==> config.mk <==
export PLATFORM = sky130hd
export DESIGN_NAME = ndf_back
export DESIGN_NICKNAME = d
export VERILOG_FILES = /design/src/ndf_pkg.sv /design/src/ndf_back.sv
export SDC_FILE = /design/constraint.sdc
export NUM_CORES = 1
export LEC_CHECK = 0
export BUFFER_PORTS_ARGS = -buffer_cell sky130_fd_sc_hd__buf_2
export CAP_MARGIN = 20
export CELL_PAD_IN_SITES_DETAIL_PLACEMENT = 0
export CELL_PAD_IN_SITES_GLOBAL_PLACEMENT = 1
export CORE_MARGIN = 2
export CORE_UTILIZATION = 54
export CTS_BUF_LIST = sky130_fd_sc_hd__clkbuf_4 sky130_fd_sc_hd__clkbuf_8
export CTS_CLUSTER_DIAMETER = 30
export DETAILED_ROUTE_END_ITERATION = 7
export PLACE_DENSITY = 0.95
export SYNTH_ARGS = -nofsm -noshare
export SYNTH_HDL_FRONTEND = slang
export SYNTH_SLANG_ARGS = --single-unit
==> constraint.sdc <==
create_clock -name clock -period 16 [get_ports clock]
set_clock_uncertainty 0.2 [all_clocks]
set_input_delay 0 -clock clock [delete_from_list [all_inputs] [get_ports clock]]
set_output_delay 0 -clock clock [all_outputs]
set_load 0.05 [all_outputs]
==> src/ndf_pkg.sv <==
// Shared types and constants for the normalized difference frame block.
package ndf_pkg;

   localparam int CMD_W      = 2;
   localparam int INDEX_W    = 16;
   localparam int PIXEL_W    = 8;
   localparam int GAIN_W     = 16;
   localparam int VALUE_W    = 16;
   localparam int CSR_INDEX_W = 1;

   localparam int PRODUCT_W  = GAIN_W + PIXEL_W;
   localparam int SUM_W      = PRODUCT_W + 1;
   localparam int QUO_W      = 15;
   localparam int NUM_W      = PRODUCT_W + QUO_W;
   localparam int COUNT_W    = $clog2(QUO_W);
   localparam int IDX_WIDE_W = 21;

   localparam logic [QUO_W-1:0]   RATIO_CODE = QUO_W'(510 * 64);
   localparam logic [SUM_W-1:0]   SMALL_SUM  = SUM_W'(10 * 256);
   localparam logic [VALUE_W-1:0] MIN_RESET  = VALUE_W'(32767);
   localparam logic [GAIN_W-1:0]  GAIN_RESET = GAIN_W'(256);

   localparam int FRAME_PIXELS_DEFAULT = 65536;
   localparam int QUEUE_DEPTH          = 2;

   localparam logic [CMD_W-1:0] CMD_START = 2'd0;
   localparam logic [CMD_W-1:0] CMD_LOAD  = 2'd1;
   localparam logic [CMD_W-1:0] CMD_READ  = 2'd2;

   localparam logic [CSR_INDEX_W-1:0] CSR_FIRST_GAIN  = 1'd0;
   localparam logic [CSR_INDEX_W-1:0] CSR_SECOND_GAIN = 1'd1;

   typedef enum logic [1:0] {
      OP_START,
      OP_LOAD,
      OP_READ
   } op_type;

   typedef struct packed {
      op_type               op;
      logic                 in_frame;
      logic [INDEX_W-1:0]   pixel_index;
      logic [PIXEL_W-1:0]   first_pixel;
      logic [PIXEL_W-1:0]   second_pixel;
   } entry_type;

endpackage

==> src/ndf_back.sv <==
// Back end: ratio computation with a serial divider, frame store access and frame minimum.
module ndf_back #(
   parameter int FRAME_PIXELS = ndf_pkg::FRAME_PIXELS_DEFAULT
) (
   input  logic                                              clock,
   input  logic                                              reset,
   input  logic [ndf_pkg::GAIN_W-1:0]                        first_gain,
   input  logic [ndf_pkg::GAIN_W-1:0]                        second_gain,
   input  logic                                              queue_empty,
   input  ndf_pkg::entry_type                                head,
   output logic                                              pop,
   output logic                                              ram_wr_en,
   output logic [((FRAME_PIXELS > 1) ? $clog2(FRAME_PIXELS) : 1)-1:0] ram_wr_addr,
   output logic [ndf_pkg::VALUE_W-1:0]                       ram_wr_data,
   output logic                                              ram_rd_en,
   output logic [((FRAME_PIXELS > 1) ? $clog2(FRAME_PIXELS) : 1)-1:0] ram_rd_addr,
   input  logic [ndf_pkg::VALUE_W-1:0]                       ram_rd_data,
   output logic                                              rsp_valid,
   input  logic                                              rsp_stall,
   output logic [ndf_pkg::VALUE_W-1:0]                       rsp_shifted_value,
   output logic signed [ndf_pkg::VALUE_W-1:0]                rsp_frame_minimum
);

   localparam int ADDR_W = (FRAME_PIXELS > 1) ? $clog2(FRAME_PIXELS) : 1;

   typedef enum logic [2:0] {
      IDLE,
      SUM,
      SCALE,
      DIVIDE,
      WRITE,
      READ_WAIT
   } state_type;

   state_type                           state_ff;
   logic [ADDR_W-1:0]                   addr_ff;
   logic [ndf_pkg::PRODUCT_W-1:0]       u_ff;
   logic [ndf_pkg::PRODUCT_W-1:0]       v_ff;
   logic [ndf_pkg::SUM_W-1:0]           sum_ff;
   logic [ndf_pkg::PRODUCT_W-1:0]       mag_ff;
   logic                                neg_ff;
   logic [ndf_pkg::SUM_W-1:0]           rem_ff;
   logic [ndf_pkg::QUO_W-1:0]           low_ff;
   logic [ndf_pkg::COUNT_W-1:0]         count_ff;
   logic signed [ndf_pkg::VALUE_W-1:0]  min_ff;
   logic                                rsp_valid_ff;
   logic [ndf_pkg::VALUE_W-1:0]         shifted_ff;
   logic signed [ndf_pkg::VALUE_W-1:0]  minimum_ff;

   logic [ndf_pkg::IDX_WIDE_W-1:0]      idx_wide;
   logic [ADDR_W-1:0]                   head_addr;
   logic                                out_free;
   logic [ndf_pkg::NUM_W-1:0]           numerator;
   logic [ndf_pkg::SUM_W:0]             trial;
   logic [ndf_pkg::SUM_W+1:0]           trial_diff;
   logic                                trial_fits;
   logic signed [ndf_pkg::VALUE_W-1:0]  ratio;
   logic signed [ndf_pkg::VALUE_W:0]    read_diff;
   logic [ndf_pkg::VALUE_W-1:0]         read_shifted;

   assign idx_wide  = {{(ndf_pkg::IDX_WIDE_W - ndf_pkg::INDEX_W){1'b0}}, head.pixel_index};
   assign head_addr = idx_wide[ADDR_W-1:0];
   assign out_free  = !rsp_valid_ff || !rsp_stall;
   assign pop       = (state_ff == IDLE) && !queue_empty
                      && ((head.op != ndf_pkg::OP_READ) || out_free);

   assign numerator  = ndf_pkg::NUM_W'(mag_ff) * ndf_pkg::NUM_W'(ndf_pkg::RATIO_CODE);
   assign trial      = {rem_ff, low_ff[ndf_pkg::QUO_W-1]};
   assign trial_diff = {1'b0, trial} - {2'b00, sum_ff};
   assign trial_fits = !trial_diff[ndf_pkg::SUM_W+1];

   assign ratio = neg_ff ? -$signed({1'b0, low_ff}) : $signed({1'b0, low_ff});

   assign read_diff    = $signed({ram_rd_data[ndf_pkg::VALUE_W-1], ram_rd_data})
                         - $signed({min_ff[ndf_pkg::VALUE_W-1], min_ff});
   assign read_shifted = read_diff[ndf_pkg::VALUE_W] ? '0 : read_diff[ndf_pkg::VALUE_W-1:0];

   assign ram_rd_en   = pop && (head.op == ndf_pkg::OP_READ) && head.in_frame;
   assign ram_rd_addr = head_addr;
   assign ram_wr_en   = state_ff == WRITE;
   assign ram_wr_addr = addr_ff;
   assign ram_wr_data = ratio;

   always_ff @(posedge clock) begin
      if (reset) begin
         state_ff     <= IDLE;
         min_ff       <= ndf_pkg::MIN_RESET;
         rsp_valid_ff <= 1'b0;
      end else begin
         if (rsp_valid_ff && !rsp_stall) begin
            rsp_valid_ff <= 1'b0;
         end
         unique case (state_ff)
            IDLE: begin
               if (pop) begin
                  unique case (head.op)
                     ndf_pkg::OP_START: begin
                        min_ff <= ndf_pkg::MIN_RESET;
                     end
                     ndf_pkg::OP_LOAD: begin
                        addr_ff  <= head_addr;
                        u_ff     <= ndf_pkg::PRODUCT_W'(first_gain)
                                    * ndf_pkg::PRODUCT_W'(head.first_pixel);
                        v_ff     <= ndf_pkg::PRODUCT_W'(second_gain)
                                    * ndf_pkg::PRODUCT_W'(head.second_pixel);
                        state_ff <= SUM;
                     end
                     ndf_pkg::OP_READ: begin
                        if (head.in_frame) begin
                           state_ff <= READ_WAIT;
                        end else begin
                           shifted_ff   <= '0;
                           minimum_ff   <= min_ff;
                           rsp_valid_ff <= 1'b1;
                        end
                     end
                     default: begin
                        state_ff <= IDLE;
                     end
                  endcase
               end
            end
            SUM: begin
               sum_ff   <= {1'b0, u_ff} + {1'b0, v_ff};
               neg_ff   <= v_ff > u_ff;
               mag_ff   <= (v_ff > u_ff) ? (v_ff - u_ff) : (u_ff - v_ff);
               state_ff <= SCALE;
            end
            SCALE: begin
               if (sum_ff < ndf_pkg::SMALL_SUM) begin
                  low_ff   <= '0;
                  state_ff <= WRITE;
               end else begin
                  rem_ff   <= {1'b0, numerator[ndf_pkg::NUM_W-1:ndf_pkg::QUO_W]};
                  low_ff   <= numerator[ndf_pkg::QUO_W-1:0];
                  count_ff <= ndf_pkg::COUNT_W'(ndf_pkg::QUO_W - 1);
                  state_ff <= DIVIDE;
               end
            end
            DIVIDE: begin
               rem_ff   <= trial_fits ? trial_diff[ndf_pkg::SUM_W-1:0]
                                      : trial[ndf_pkg::SUM_W-1:0];
               low_ff   <= {low_ff[ndf_pkg::QUO_W-2:0], trial_fits};
               count_ff <= count_ff - 1'b1;
               if (count_ff == '0) begin
                  state_ff <= WRITE;
               end
            end
            WRITE: begin
               if (ratio < min_ff) begin
                  min_ff <= ratio;
               end
               state_ff <= IDLE;
            end
            READ_WAIT: begin
               shifted_ff   <= read_shifted;
               minimum_ff   <= min_ff;
               rsp_valid_ff <= 1'b1;
               state_ff     <= IDLE;
            end
            default: begin
               state_ff <= IDLE;
            end
         endcase
      end
   end

   assign rsp_valid         = rsp_valid_ff;
   assign rsp_shifted_value = shifted_ff;
   assign rsp_frame_minimum = minimum_ff;

endmodule

==> impl_metrics.toml <==
[power_and_ir_drop]
p_per_area_nw_per_um2 = 157
pwr-share-clk = 0.145
swShare = 0.456
p_comb_frac = 0.678
p_leak_nw = 14.0
intPower_w = 0.00255
p_switching_w = 0.00214
power_frac_seq = 0.176
max-vdd-ir-drop_mv = 0.118

[grt]
antenna_found_initial = 1
grt_usage = 0.251
grt_pass1_vias = 20900
gr-total-overflow = 0
grt_pass1_wl_um = 104000
grt_max_degree = 65

[synth]
synth.most_common_cell = "inv_1"
netlist.area_leader.share = 0.212
async_flop_share = 0
yosys.area.top_type = "edfxtp_1"
synth_edf_count = 189
synth.yosys.warnings = 0
yosysSeqAreaShare = 0.227
ys_ff_latch = 209
syn_area_um2 = 26700
syn_area_per_cell_um2 = 9.38
synth_ff_type = "edfxtp_1"
yosysUniqueCellTypes = 93
syn_nets = 3492
yosys-top-cells-count = "484 x inv_1, 283 x fa_1, 272 x ha_1, 194 x nand2_1, 189 x edfxtp_1"
synthCells = 2850
yosys-top-cells-area = "edfxtp_1 21%, fa_1 21%, ha_1 13%"

[clock_tree]
cts_made_buffers = 47
cts_tree = "built"
cts.sinks = 209
htree_levels = 2
path_clk_slew_ps = 60
clockBufferDepth = 3
cts_resized = 0
clock_latency_ps = 600
ctsRootBufferMaster = "clkbuf_8"

[setup_path]
critPathArrivalTime_ps = 5770
startpoint_type = "flop"
critPathMaxFanout = 5
timing.rr.end = "rem_ff[20]"
crit_start = "mag_ff[9]"
endpoint = "rem_ff[20]"
cp_slowest_stage_delay_ps = 590
path_depth = 17
critPathCaptureType = "flop"
ff2ff_setup_slack_ps = 10320
crit_required_ps = 16090
worst-setup-path-type = "reg -> reg"
reg2reg_from = "mag_ff[9]"
critPathSlowestCell = "fa_1"
r2r_cells = 17
critPathBufInv = 4
crit_chain = "fa_1, inv_1, fa_1, inv_1, fa_1, inv_1, fa_1, inv_1, ha_1, a21o_1, a21o_1, a221o_1, o21a_1, a221o_1, a211oi_1, xor2_1, a22oi_1"
cp_top_family = "adder cells"

[detailed_routing]
route.met2.wl_um = 30700
drc = 0
drt_iter0_markers = 1486
drt-met1-wl_um = 28500
postRouteAntennaNets = 0
wl_per_cell_um = 16.9
avgViaCountPerCell = 5.51
routed_wl_um = 63600
num_vias = 20700
routed.top_layer = "met4"
dr.pass1.iters = 5
route.met3.wl_um = 3000

[floorplan]
initial_core_util = 0.546
top_level_ports = 171
dieArea_um2 = 51300
core_um2 = 49000
std_cell_rows = 81
die_w_um = 226
die_y_um = 226

[final_layout]
drive_gt1_frac = 0.0994
nets = 3703
final_cell_area_um2 = 29900
fin_util = 0.610
area_growth_syn_to_layout_pct = 11.8

[sta]
hold_viol = 0
max_freq_mhz = 176
fin_crit_ps = 5680
tightest_slew_ps = 1090
setup_viol = 0
hold_slack_ps = 53.5
setup_ws_ps = 10320
fin_crit_sh = 0.355
drv_slew = 0
slew_headroom = 0.275
setup_tns_ps = 0
rsz0062_at_grt = "no"

[run]
maxCapViolCount = 0

[placed_design]
gp_congestion = 0.926
portBuffers = 170
hpwl_um = 51200
dp_slack_ps = 10410
dpl_cell_area_um2 = 28000

[outcome]
outcome = "complete, no violations"

[min_path]
hp-class = "in -> reg"
per-stage QoR:
stage	instances	total power (W)
after floorplan	2850	0.00331
after global placement	3600	0.00389
after detailed placement	3600	0.00397
after CTS	3763	0.00470
after global routing	3765	0.00515
final	3765	0.00469
logic make-up after synthesis:
| kind of cell | Yosys count | share of synthesized area |
|---|---|---|
| AND/OR/NAND/NOR | 783 | 0.147 |
| buffers and inverters | 579 | 0.0865 |
| adder cells (fa/ha/maj) | 555 | 0.339 |
| AO/OA/AOI/OAI | 528 | 0.132 |
| flip-flops | 209 | 0.227 |
| XOR/XNOR | 133 | 0.0436 |
| multiplexers | 63 | 0.0238 |
sequential cells by signal, indices dropped and copies added, names as in the netlist:
signal	flops
rem_ff	25
mag_ff	23
v_ff	24
count_ff	4
rsp_shifted_value	16
u_ff	24
state_ff	3
neg_ff	1
sum_ff	25
rsp_frame_minimum	16
rsp_valid	1
ram_wr_addr	16
min_ff	16
low_ff	15
timing repair:
item,CTS,global route
buffers inserted,0,0
hold buffers,75,0
hold endpoints to repair,60,0
routing by layer:
metal | up-vias | global-route usage
met5 | - | 0
met4 | 0 | 0.0698
met3 | 95 | 0.0258
met2 | 556 | 0.423
met1 | 10200 | 0.346
li1 | 9944 | -
cell type report:
type | count | area, um^2
repair buffers | 253 | 1670
well taps | 664 | 831
fillers | 4128 | 19100
multi-input cells | 2062 | 18400
clock inverters | 27 | 334
inverters | 488 | 1830
clock buffers | 61 | 758
diodes | 1 | 2.50
flip-flops and latches | 209 | 6080
placed cells by master, fill, tap and decap left out, drive strengths merged, types with 21 or more instances in the layout:
cell type	instances
a21oi	147
dlygate4sd3	75
xnor2	91
nand2	196
fa	283
nand2b	24
xor2	42
and2	183
o21ai	111
a211oi	28
edfxtp	189
nor2b	23
ha	272
nand3	30
nor3	56
a21o	54
inv	493
clkbuf	61
o21a	31
buf	178
nand4	22
nor2	173
o21bai	21
mux2i	58
power by group through the flow:
stage | clock network [W] | logic, W | registers (W)
after floorplan | 0 | 0.00248 | 0.000833
after global placement | 0 | 0.00306 | 0.000834
after detailed placement | 0 | 0.00313 | 0.000837
after CTS | 0.000700 | 0.00317 | 0.000826
after global routing | 0.000721 | 0.00360 | 0.000832
final | 0.000682 | 0.00318 | 0.000827
worst min-delay path by stage:
stage	end	depth (start not counted)	slack, ps	startpoint
6_report	u_ff[2]	5	50	first_gain[2]
5_1_grt	u_ff[2]	5	70	first_gain[2]
4_1_cts	u_ff[2]	5	10	first_gain[2]
3_5_place_dp	ram_wr_addr[11]	1	-10	head[27]
3_3_place_gp	ram_wr_addr[12]	1	-10	head[28]
2_1_floorplan	ram_wr_addr[0]	0	-100	head[16]
worst register-to-register path, stage by stage (launching register included):
cell	delay, ps
edfxtp_1	500
fa_1	590
inv_1	80
fa_1	530
inv_1	50
fa_1	520
inv_1	50
fa_1	530
inv_1	40
ha_1	350
a21o_1	210
a21o_1	170
a221o_1	390
o21a_1	190
a221o_1	350
a211oi_1	330
xor2_1	210
a22oi_1	90
Note: power is estimated with default switching activity, not from simulation.
