`src/ndf_pkg.sv`:
```
// Shared types and constants for the normalized difference frame block.
package ndf_pkg;

   localparam int CMD_W      = 2;
   localparam int INDEX_W    = 16;
   localparam int PIXEL_W    = 8;
   localparam int GAIN_W     = 16;
   localparam int VALUE_W    = 16;
   localparam int CSR_INDEX_W = 1;

   localparam int PRODUCT_W  = GAIN_W + PIXEL_W;
   localparam int SUM_W      = PRODUCT_W + 1;
   localparam int QUO_W      = 15;
   localparam int NUM_W      = PRODUCT_W + QUO_W;
   localparam int COUNT_W    = $clog2(QUO_W);
   localparam int IDX_WIDE_W = 21;

   localparam logic [QUO_W-1:0]   RATIO_CODE = QUO_W'(510 * 64);
   localparam logic [SUM_W-1:0]   SMALL_SUM  = SUM_W'(10 * 256);
   localparam logic [VALUE_W-1:0] MIN_RESET  = VALUE_W'(32767);
   localparam logic [GAIN_W-1:0]  GAIN_RESET = GAIN_W'(256);

   localparam int FRAME_PIXELS_DEFAULT = 65536;
   localparam int QUEUE_DEPTH          = 2;

   localparam logic [CMD_W-1:0] CMD_START = 2'd0;
   localparam logic [CMD_W-1:0] CMD_LOAD  = 2'd1;
   localparam logic [CMD_W-1:0] CMD_READ  = 2'd2;

   localparam logic [CSR_INDEX_W-1:0] CSR_FIRST_GAIN  = 1'd0;
   localparam logic [CSR_INDEX_W-1:0] CSR_SECOND_GAIN = 1'd1;

   typedef enum logic [1:0] {
      OP_START,
      OP_LOAD,
      OP_READ
   } op_type;

   typedef struct packed {
      op_type               op;
      logic                 in_frame;
      logic [INDEX_W-1:0]   pixel_index;
      logic [PIXEL_W-1:0]   first_pixel;
      logic [PIXEL_W-1:0]   second_pixel;
   } entry_type;

endpackage

```
`src/ndf_queue.sv`:
```
// Short command queue between the front end and the execution back end.
module ndf_queue (
   input  logic               clock,
   input  logic               reset,
   input  logic               push,
   input  ndf_pkg::entry_type push_entry,
   output logic               full,
   input  logic               pop,
   output logic               empty,
   output ndf_pkg::entry_type head
);

   localparam int AW = (ndf_pkg::QUEUE_DEPTH > 1) ? $clog2(ndf_pkg::QUEUE_DEPTH) : 1;

   ndf_pkg::entry_type entries_ff [ndf_pkg::QUEUE_DEPTH];
   logic [AW-1:0]      wr_ptr_ff;
   logic [AW-1:0]      rd_ptr_ff;
   logic [AW:0]        count_ff;

   assign full  = count_ff == (AW + 1)'(ndf_pkg::QUEUE_DEPTH);
   assign empty = count_ff == '0;
   assign head  = entries_ff[rd_ptr_ff];

   always_ff @(posedge clock) begin
      if (reset) begin
         wr_ptr_ff <= '0;
         rd_ptr_ff <= '0;
         count_ff  <= '0;
      end else begin
         if (push) begin
            entries_ff[wr_ptr_ff] <= push_entry;
            wr_ptr_ff <= (wr_ptr_ff == AW'(ndf_pkg::QUEUE_DEPTH - 1)) ? '0 : wr_ptr_ff + 1'b1;
         end
         if (pop) begin
            rd_ptr_ff <= (rd_ptr_ff == AW'(ndf_pkg::QUEUE_DEPTH - 1)) ? '0 : rd_ptr_ff + 1'b1;
         end
         if (push && !pop) begin
            count_ff <= count_ff + 1'b1;
         end else if (pop && !push) begin
            count_ff <= count_ff - 1'b1;
         end
      end
   end

endmodule

```
`config.mk`:
```
export PLATFORM = sky130hd
export DESIGN_NAME = ndf_queue
export DESIGN_NICKNAME = d
export VERILOG_FILES = /design/src/ndf_pkg.sv /design/src/ndf_queue.sv
export SDC_FILE = /design/constraint.sdc
export NUM_CORES = 1
export LEC_CHECK = 0
export ABC_CLOCK_PERIOD_IN_PS = 4600
export BUFFER_PORTS_ARGS = -buffer_cell sky130_fd_sc_hd__buf_4
export CORE_MARGIN = 2
export CORE_UTILIZATION = 43
export DETAILED_ROUTE_END_ITERATION = 7
export PLACE_DENSITY = 0.65
export SYNTH_ARGS = -nofsm -noshare
export SYNTH_HDL_FRONTEND = slang
export SYNTH_SLANG_ARGS = --single-unit
```
`constraint.sdc`:
```
create_clock -name clock -period 4.6 [get_ports clock]
set_clock_uncertainty 0.05 [all_clocks]
set_input_delay 0.69 -clock clock [delete_from_list [all_inputs] [get_ports clock]]
set_output_delay 0.69 -clock clock [all_outputs]
set_load 0.01 [all_outputs]
```
==> results.txt, run 1 <==
----------------------------------------------------
[Yosys]
  Count of distinct cell types in the synthesized netlist ... 16
  Warnings from Yosys ... 0
  Post-synthesis instance area ... 0.00274 sq mm
  Gate count of the mapped netlist ... 131
  Share of the yosys chip area belonging to registers ... 0.805
  Mean post-synth cell area ... 20.9 sq um
  Flop and latch count out of synthesis ... 75
  Post-synth net total ... 171

[Critical path]
  Element type at the critical path start ... flop
  CP required ... 3860 ps
  Setup Crit Path Kind ... reg -> out
  Largest stage delay, worst path ... 850 ps
  Crit path max-delay cell type ... dfxtp_2
  Buffers plus inverters on the worst setup path ... 1
  Maximum fanout encountered on the critical timing path ... 35
  Signal arrival time at the worst endpoint ... 1770 ps
  Crit path capture type ... output pin
  CP cell instances ... mux2_2 -> buf_4
  Cell family contributing the most delay on the critical path ... flip-flops

[STA]
  Final setup vio count ... 0
  Minimum clock period after layout ... 2510 ps
  Number of max-slew violations in the final report ... 0
  Final sum of negative setup slack ... 0 ps
  Count of endpoints failing hold in the final timing report ... 0
  Final worst-path setup slack ... 2090 ps
  Period utilisation layout ... 0.545
  Setup repair after global routing missed its margin ... no
  Worst Hold Margin ... 454 ps
  Peak clock frequency supported by timing ... 399 MHz
  Max transition margin ... 0.436
  Transition time of the tightest slew-check pin ... 846 ps

[Clock tree]
  Total number of H-tree levels ... 3
  PostCTS Resize Cnt ... 0
  Clock input transition at the sequential cells of the worst setup and hold paths ... 60 ps
  Clock Path Buffers ... 2
  Count of hold-fix buffers inserted at cts ... 0
  Num CTS Buffers ... 9
  Number of clock sinks seen by CTS ... 75
  Clock tree root buffer cell ... clkbuf_8
  CTS tree ... built
  Post-CTS Setup Inserts ... 0
  Clock latency on the worst-skew pair ... 320 ps

[Route]
  Routed wire per std cell ... 15.8 um
  Via Count ... 1417
  Initial drt markers ... 107
  DRC Markers ... 0
  Post-detailed-route count of antenna-violating nets ... 0
  Final routed wirelength across all metal layers ... 4.69 mm
  Iteration count of the initial detailed-routing pass ... 5
  Via density per instance ... 4.79

[GRT]
  Maximum number of pins on one net before global-route repair ... 36
  Gr ovfl total ... 0
  Global-route wire length before repair ... 7.44 mm
  Number of antenna violations at the first check in global routing ... 0
  Total GRT Usage ... 0.140
  Via count of the first global-routing pass ... 1553

[Floorplan]
  Effective utilization at floorplan ... 0.438
  Die X-Extent ... 83.8 um
  Core area ... 0.00624 sq mm
  Total die area ... 0.00701 sq mm
  Count of standard-cell rows ... 29
  Top-level I/O count ... 76
  Y dimension of the die ... 83.8 um

[Placement]
  Dpl cell area ... 0.00338 sq mm
  Port Buf Inserts ... 75
  HPWL after detailed placement ... 3.10 mm
  Placer Congestion ... 0.733
  Setup WS pre-CTS ... 2410 ps

[Min path]
  Worst hold path class ... reg -> reg

[Final layout]
  Register cell area after layout ... 0.00220 sq mm
  Synthesis-to-finish area growth ... 29.2%
  Final standard cell area without fillers ... 0.00353 sq mm
  Combined area of the multi-input logic cells ... 508 sq um
  Share of post-route cells with drive strength above 1 ... 0.571
  ANT cells ... 0
  Net count, final ... 254
  Total of fill cells in the finished design ... 501

[Run]
  Total of max-cap violations ... 0

[Pwr]
  Pwr per Cell Area ... 382 mW/mm^2
  IR drop worst, VDD ... 0.000175 V
  Leakage ... 1.32 nW

[Status]
  Result of the run ... finished clean

----------------------------------------------------
-- cells by family after synthesis --
logic type | Yosys count | synth area share
AOI/OAI and AO/OA | 2 | 0.00366
buffers and inverters | 5 | 0.0114
adders and majority gates | 1 | 0.00457
muxes | 35 | 0.144
and+or+nand+nor | 9 | 0.0183
xor gates and xnor gates | 4 | 0.0128
DFF | 75 | 0.805
-- synth_stat cells --
master | number | area (sq um)
dfxtp_1 | 5 | 100
and3b_1 | 1 | 8.76
buf_2 | 1 | 5.00
edfxtp_1 | 70 | 2100
buf_4 | 3 | 22.5
and2b_2 | 1 | 8.76
mux2_2 | 35 | 394
nor2_1 | 5 | 18.8
xor2_1 | 2 | 17.5
a21oi_1 | 1 | 5.00
ha_1 | 1 | 12.5
nor3b_1 | 1 | 7.51
o21ai_0 | 1 | 5.00
xnor2_1 | 2 | 17.5
inv_1 | 1 | 3.75
or3_1 | 1 | 6.26
-- cell type report --
cell class              count  share of cell area
clock inverters             5             0.00567
clock buffers              11              0.0372
multi-input cells          51               0.144
well taps                  77              0.0273
flip-flops and latches     75               0.624
inverters                   1             0.00106
repair buffers             76               0.161
-- worst min-delay path: stages, from the launching register on --
cell and delay [ps]:
dfxtp_1 320, o21ai_0 70, a21oi_1 60
-- report_power, final --
part | switching (W) | total, W | internal (W)
clock | 0.000208 | 0.000395 | 0.000188
sequential | 0.0000200 | 0.000798 | 0.000778
combinational | 0.0000628 | 0.000156 | 0.0000934
total | 0.000290 | 0.00135 | 0.00106
-- worst paths after layout --
check	startpoint	to	slack, ps	cells after the start
setup / recovery	flop	head[27]	2090	2
hold / removal	count_ff[1]	count_ff[1]	450	2
setup reg to reg	wr_ptr_ff	entries_ff[1][4]	3010	1
hold reg to reg	count_ff[1]	count_ff[1]	450	2
-- state kept, by name, indices dropped and copies added (netlist names), named ones only --
signal      flops
rd_ptr_ff       1
entries_ff     70
wr_ptr_ff       1
count_ff        2
-- cells in the final DEF, fill, tap and decap left out --
| master | instances |
|---|---|
| clkbuf_1 | 2 |
| a21oi_1 | 1 |
| and2b_2 | 1 |
| mux2_2 | 35 |
| inv_1 | 1 |
| xor2_1 | 2 |
| nor2_1 | 5 |
| or3_1 | 1 |
| clkbuf_8 | 9 |
| edfxtp_1 | 70 |
| dfxtp_2 | 1 |
| dfxtp_1 | 4 |
| nor3b_2 | 1 |
| buf_4 | 76 |
| xnor2_1 | 2 |
| clkinv_2 | 1 |
| ha_1 | 1 |
| o21ai_0 | 1 |
| clkinv_1 | 4 |
| and3b_2 | 1 |
-- per-layer routing --
| metal | track usage | routed length (um) |
|---|---|---|
| met1 | 0.160 | 1860 |
| met2 | 0.238 | 2500 |
| met3 | 0.0376 | 241 |
| met4 | 0.0792 | 83 |
| met5 | 0 | 0 |
-- per-stage QoR --
step,util,power [W],instances
2_1_floorplan,-,0.000886,131
3_3_place_gp,0.542,0.000967,280
3_5_place_dp,0.542,0.000973,280
4_1_cts,0.566,0.00137,296
5_1_grt,0.566,0.00141,296
6_report,0.566,0.00135,296
No activity file was read; power rests on OpenSTA's default activity.
==> inputs of run 2 (changes only) <==
Settings changed: ABC_AREA from default to 1, ABC_CLOCK_PERIOD_IN_PS 4600 to 2500, PLACE_DENSITY 0.65 to 0.64.
Clock period 4.6 ns to 2.5 ns, I/O delays scaled along.
==> run 2 against run 1 <==
Against the previous run:
- worst setup slack worse by 1700 ps
- critical path depth is 1 higher
- sequential share of layout area is 3.2 points lower
- critical path type unchanged
- largest cell class unchanged
==> results.txt, run 2 <==
----------------------------------------------------
[Critical path]
  Signal arrival time at the worst endpoint ... 1720 ps (-50 ps)
  Crit path capture type ... output pin
  Maximum fanout encountered on the critical timing path ... 24 (-31%)
  Register-to-register setup slack ... 960 ps (-2050 ps)
  CP required ... 2080 ps (-1780 ps)
  R2R cell count ... 4 (+3)
  Element type at the critical path start ... flop
  Beginning of the worst register-to-register path ... wr_ptr_ff
  Setup Crit Path Kind ... reg -> out
  Reg-to-reg critical path endpoint ... entries_ff[0][10]

[Final layout]
  Synthesis-to-finish area growth ... 28.0%
  Most common cell after layout, fill and taps aside ... buf_4
  ANT cells ... 0 (unchanged)
  Total of fill cells in the finished design ... 509 (+1.6%)
  Net count, final ... 269 (+5.9%)
  Top library cells by usage in the layout, fill and taps aside ... buf_4 (77), edfxtp_1 (70), mux2_4 (30)
  Final cell utilization of the core ... 0.577 (+0.0109)
  Number of flip-flops under the largest register name ... 70 (unchanged)
  Reg with most FFs ... entries_ff
  Share of post-route cells with drive strength above 1 ... 0.547 (-0.0238)
  Regs by FF count ... entries_ff x70, count_ff x2
  Final non-filler cell total ... 311 (+5.1%)

[Placement]
  Port Buf Inserts ... 75 (unchanged)
  HPWL after detailed placement ... 3.10 mm (about the same)
  Number of cells in the design after placement ... 295 (+5.4%)
  Placer Congestion ... 0.689 (-6.1%)

[Floorplan]
  Total die area ... 0.00745 sq mm (+6.1%)
  Die X-Extent ... 86.3 um (+3.0%)
  Count of standard-cell rows ... 29 (unchanged)
  Effective utilization at floorplan ... 0.451 (+0.0125)
  Y dimension of the die ... 86.3 um (+3.0%)
  Top-level I/O count ... 76 (unchanged)
  Core area ... 0.00646 sq mm (+3.5%)

[Min path]
  Hold path cells ... 1 (-1)
  Worst hold path class ... in -> reg
  Worst hold start ... push_entry[15]
  Hold path endpoint ... entries_ff[1][15]

[Pwr]
  Share of power burned in registers ... 0.574 (-0.017)
  Clock network fraction of design power ... 0.293 (about the same)
  IR drop worst, VDD ... 0.000325 V (+85%)
  Design Power ... 0.00252 W (+87%)
  Power Internal ... 0.00197 W (+86%)
  Leakage ... 1.48 nW (+13%)
  Switching share of power ... 0.217 (+0.00169)
  Proportion of power drawn by combinational gates ... 0.132 (+0.016)
  Switching component of the power ... 0.000546 W (+88%)
  Pwr per Cell Area ... 676 mW/mm^2 (+77%)

[STA]
  Minimum clock period after layout ... 2140 ps
  Period utilisation layout ... 0.857
  Number of max-slew violations in the final report ... 0 (unchanged)
  Final sum of negative setup slack ... 0 ps (unchanged)
  Transition time of the tightest slew-check pin ... 492 ps (-354 ps)
  Count of endpoints failing hold in the final timing report ... 0 (unchanged)
  Max transition margin ... 0.671 (+0.235)
  Final setup vio count ... 0 (unchanged)
  Peak clock frequency supported by timing ... 467 MHz
  Setup repair after global routing missed its margin ... no

[Clock tree]
  Post-CTS Setup Inserts ... 0 (unchanged)
  Count of hold-fix buffers inserted at cts ... 0 (unchanged)
  Clock tree root buffer cell ... clkbuf_8
  Clock Path Buffers ... 2 (unchanged)
  PostCTS Resize Cnt ... 0 (unchanged)
  Total number of H-tree levels ... 3 (unchanged)
  Num CTS Buffers ... 9 (unchanged)
  Clock input transition at the sequential cells of the worst setup and hold paths ... 70 ps (about the same)
  Clock latency on the worst-skew pair ... 330 ps (about the same)
  CTS tree ... built
  Number of clock sinks seen by CTS ... 75 (unchanged)

[GRT]
  Via count of the first global-routing pass ... 1387 (-11%)
  Global-route wire length before repair ... 6.82 mm (-8.3%)
  Gr ovfl total ... 0 (unchanged)
  Maximum number of pins on one net before global-route repair ... 25 (-31%)
  Number of antenna violations at the first check in global routing ... 0 (unchanged)
  Total GRT Usage ... 0.126 (-0.0137)

[Route]
  Via Count ... 1454 (+2.6%)
  Final routed wirelength across all metal layers ... 4.55 mm (-2.9%)
  Via density per instance ... 4.68 (-2.3%)
  Routed wire per std cell ... 14.6 um (-7.6%)
  Post-detailed-route count of antenna-violating nets ... 0 (unchanged)
  Iteration count of the initial detailed-routing pass ... 6 (+1)
  Initial drt markers ... 97 (-9.3%)
  DRC Markers ... 0 (unchanged)

[Yosys]
  Warnings from Yosys ... 0 (unchanged)
  Synthesized-area fraction occupied by ao, oa, aoi and oai cells ... 0.00516 (+0.00150)
  Flop and latch count out of synthesis ... 75 (unchanged)
  Mean post-synth cell area ... 20.4 sq um (-2.5%)
  Cell types occupying the most area after synthesis ... edfxtp_1 (72%), mux2_4 (15%), dfxtp_1 (3.4%)
  Post-synthesis instance area ... 0.00291 sq mm (+6.5%)
  Top flip-flop cell by instance count after synthesis ... edfxtp_1
  Adder-cell share of the synthesized area ... 0.00430 (-0.000277)
  Count of distinct cell types in the synthesized netlist ... 16 (unchanged)
  Top-count cell post-synth ... edfxtp_1
  Area share of the largest cell type after synthesis ... 0.722 (-0.0466)
  Post-synth net total ... 183 (+7.0%)
  Main combinational cell family by area after synthesis ... multiplexers
  Library cell with the largest summed area after synthesis ... edfxtp_1
  Share of the yosys chip area belonging to registers ... 0.756 (-0.0488)
  Most frequent cells after synthesis ... edfxtp_1 (70), mux2_4 (30), inv_1 (9), nand2_1 (6), nor2_1 (6)
  Synthesized-area fraction occupied by and/or/nand/nor cells ... 0.0211 (+0.00276)
  Xor/xnor share of the synthesized area ... 0.00301 (-0.00980)
  Gate count of the mapped netlist ... 143 (+9.2%)
  Share of cell area taken by muxes after synthesis ... 0.174 (+0.0299)
  Proportion of register bits with asynchronous set or reset after synthesis ... 0 (unchanged)
  Number of enable flip-flop cells after synthesis ... 70 (unchanged)

[Status]
  Result of the run ... finished clean

[Run]
  Total of max-cap violations ... 0 (unchanged)

----------------------------------------------------
[run 2: routing by layer]
| layer | part of all wire | vias up | global-route usage |
|---|---|---|---|
| met5 | 0 | - | 0 |
| met1 | 0.43 | 691 | 0.164 |
| li1 | - | 708 | - |
| met2 | 0.48 | 47 | 0.190 |
| met4 | 0.023 | 0 | 0.0810 |
| met3 | 0.059 | 8 | 0.0324 |
[run 2: worst max path at each step]
stage                                   to  from  depth (start not counted)  slack [ps]
after floorplan           entries_ff[0][0]  push                          2         100
after global placement            head[19]  flop                          3         730
after detailed placement          head[19]  flop                          3         700
after CTS                         head[19]  flop                          3         320
after global routing              head[19]  flop                          3         290
final                             head[19]  flop                          3         360
[run 2: through the flow]
step / hold slack (ps) / instance area, sq um / worst slack [ps]
2_1_floorplan: 387 / 2920 / 104
3_3_place_gp: 405 / 3570 / 728
3_5_place_dp: 411 / 3570 / 700
4_1_cts: 157 / 3730 / 320
5_1_grt: 152 / 3730 / 286
6_report: 174 / 3730 / 358
[run 2: critical path, stage by stage, from the launching register on]
cell	delay (ps)
dfxtp_2	590
buf_12	270
mux2_2	360
buf_4	150
[run 2: cell families (layout without fill, tap and decap cells)]
group	count (synthesis)	in the layout
compound gates	3	3
simple gates	15	15
mux	35	35
xor+xnor	1	1
fa+ha+maj	1	1
buf+inv	13	104
flops	75	75
[run 2: power groups by stage]
| stage | clock network (W) | registers [W] | logic (W) |
|---|---|---|---|
| finish | 0.000739 | 0.00145 | 0.000333 |
| global route | 0.000828 | 0.00145 | 0.000359 |
| CTS | 0.000760 | 0.00145 | 0.000340 |
| detailed placement | 0 | 0.00147 | 0.000339 |
| global placement | 0 | 0.00147 | 0.000335 |
| floorplan | 0 | 0.00146 | 0.000201 |
[run 2: final cells by class]
class                   instances  area [sq um]  area share
flip-flops and latches         75          2200       0.591
inverters                       9          33.8     0.00906
clock buffers                  12           135      0.0363
multi-input cells              55           623       0.167
well taps                      77          96.3      0.0258
repair buffers                 79           618       0.166
clock inverters                 4          17.5     0.00470
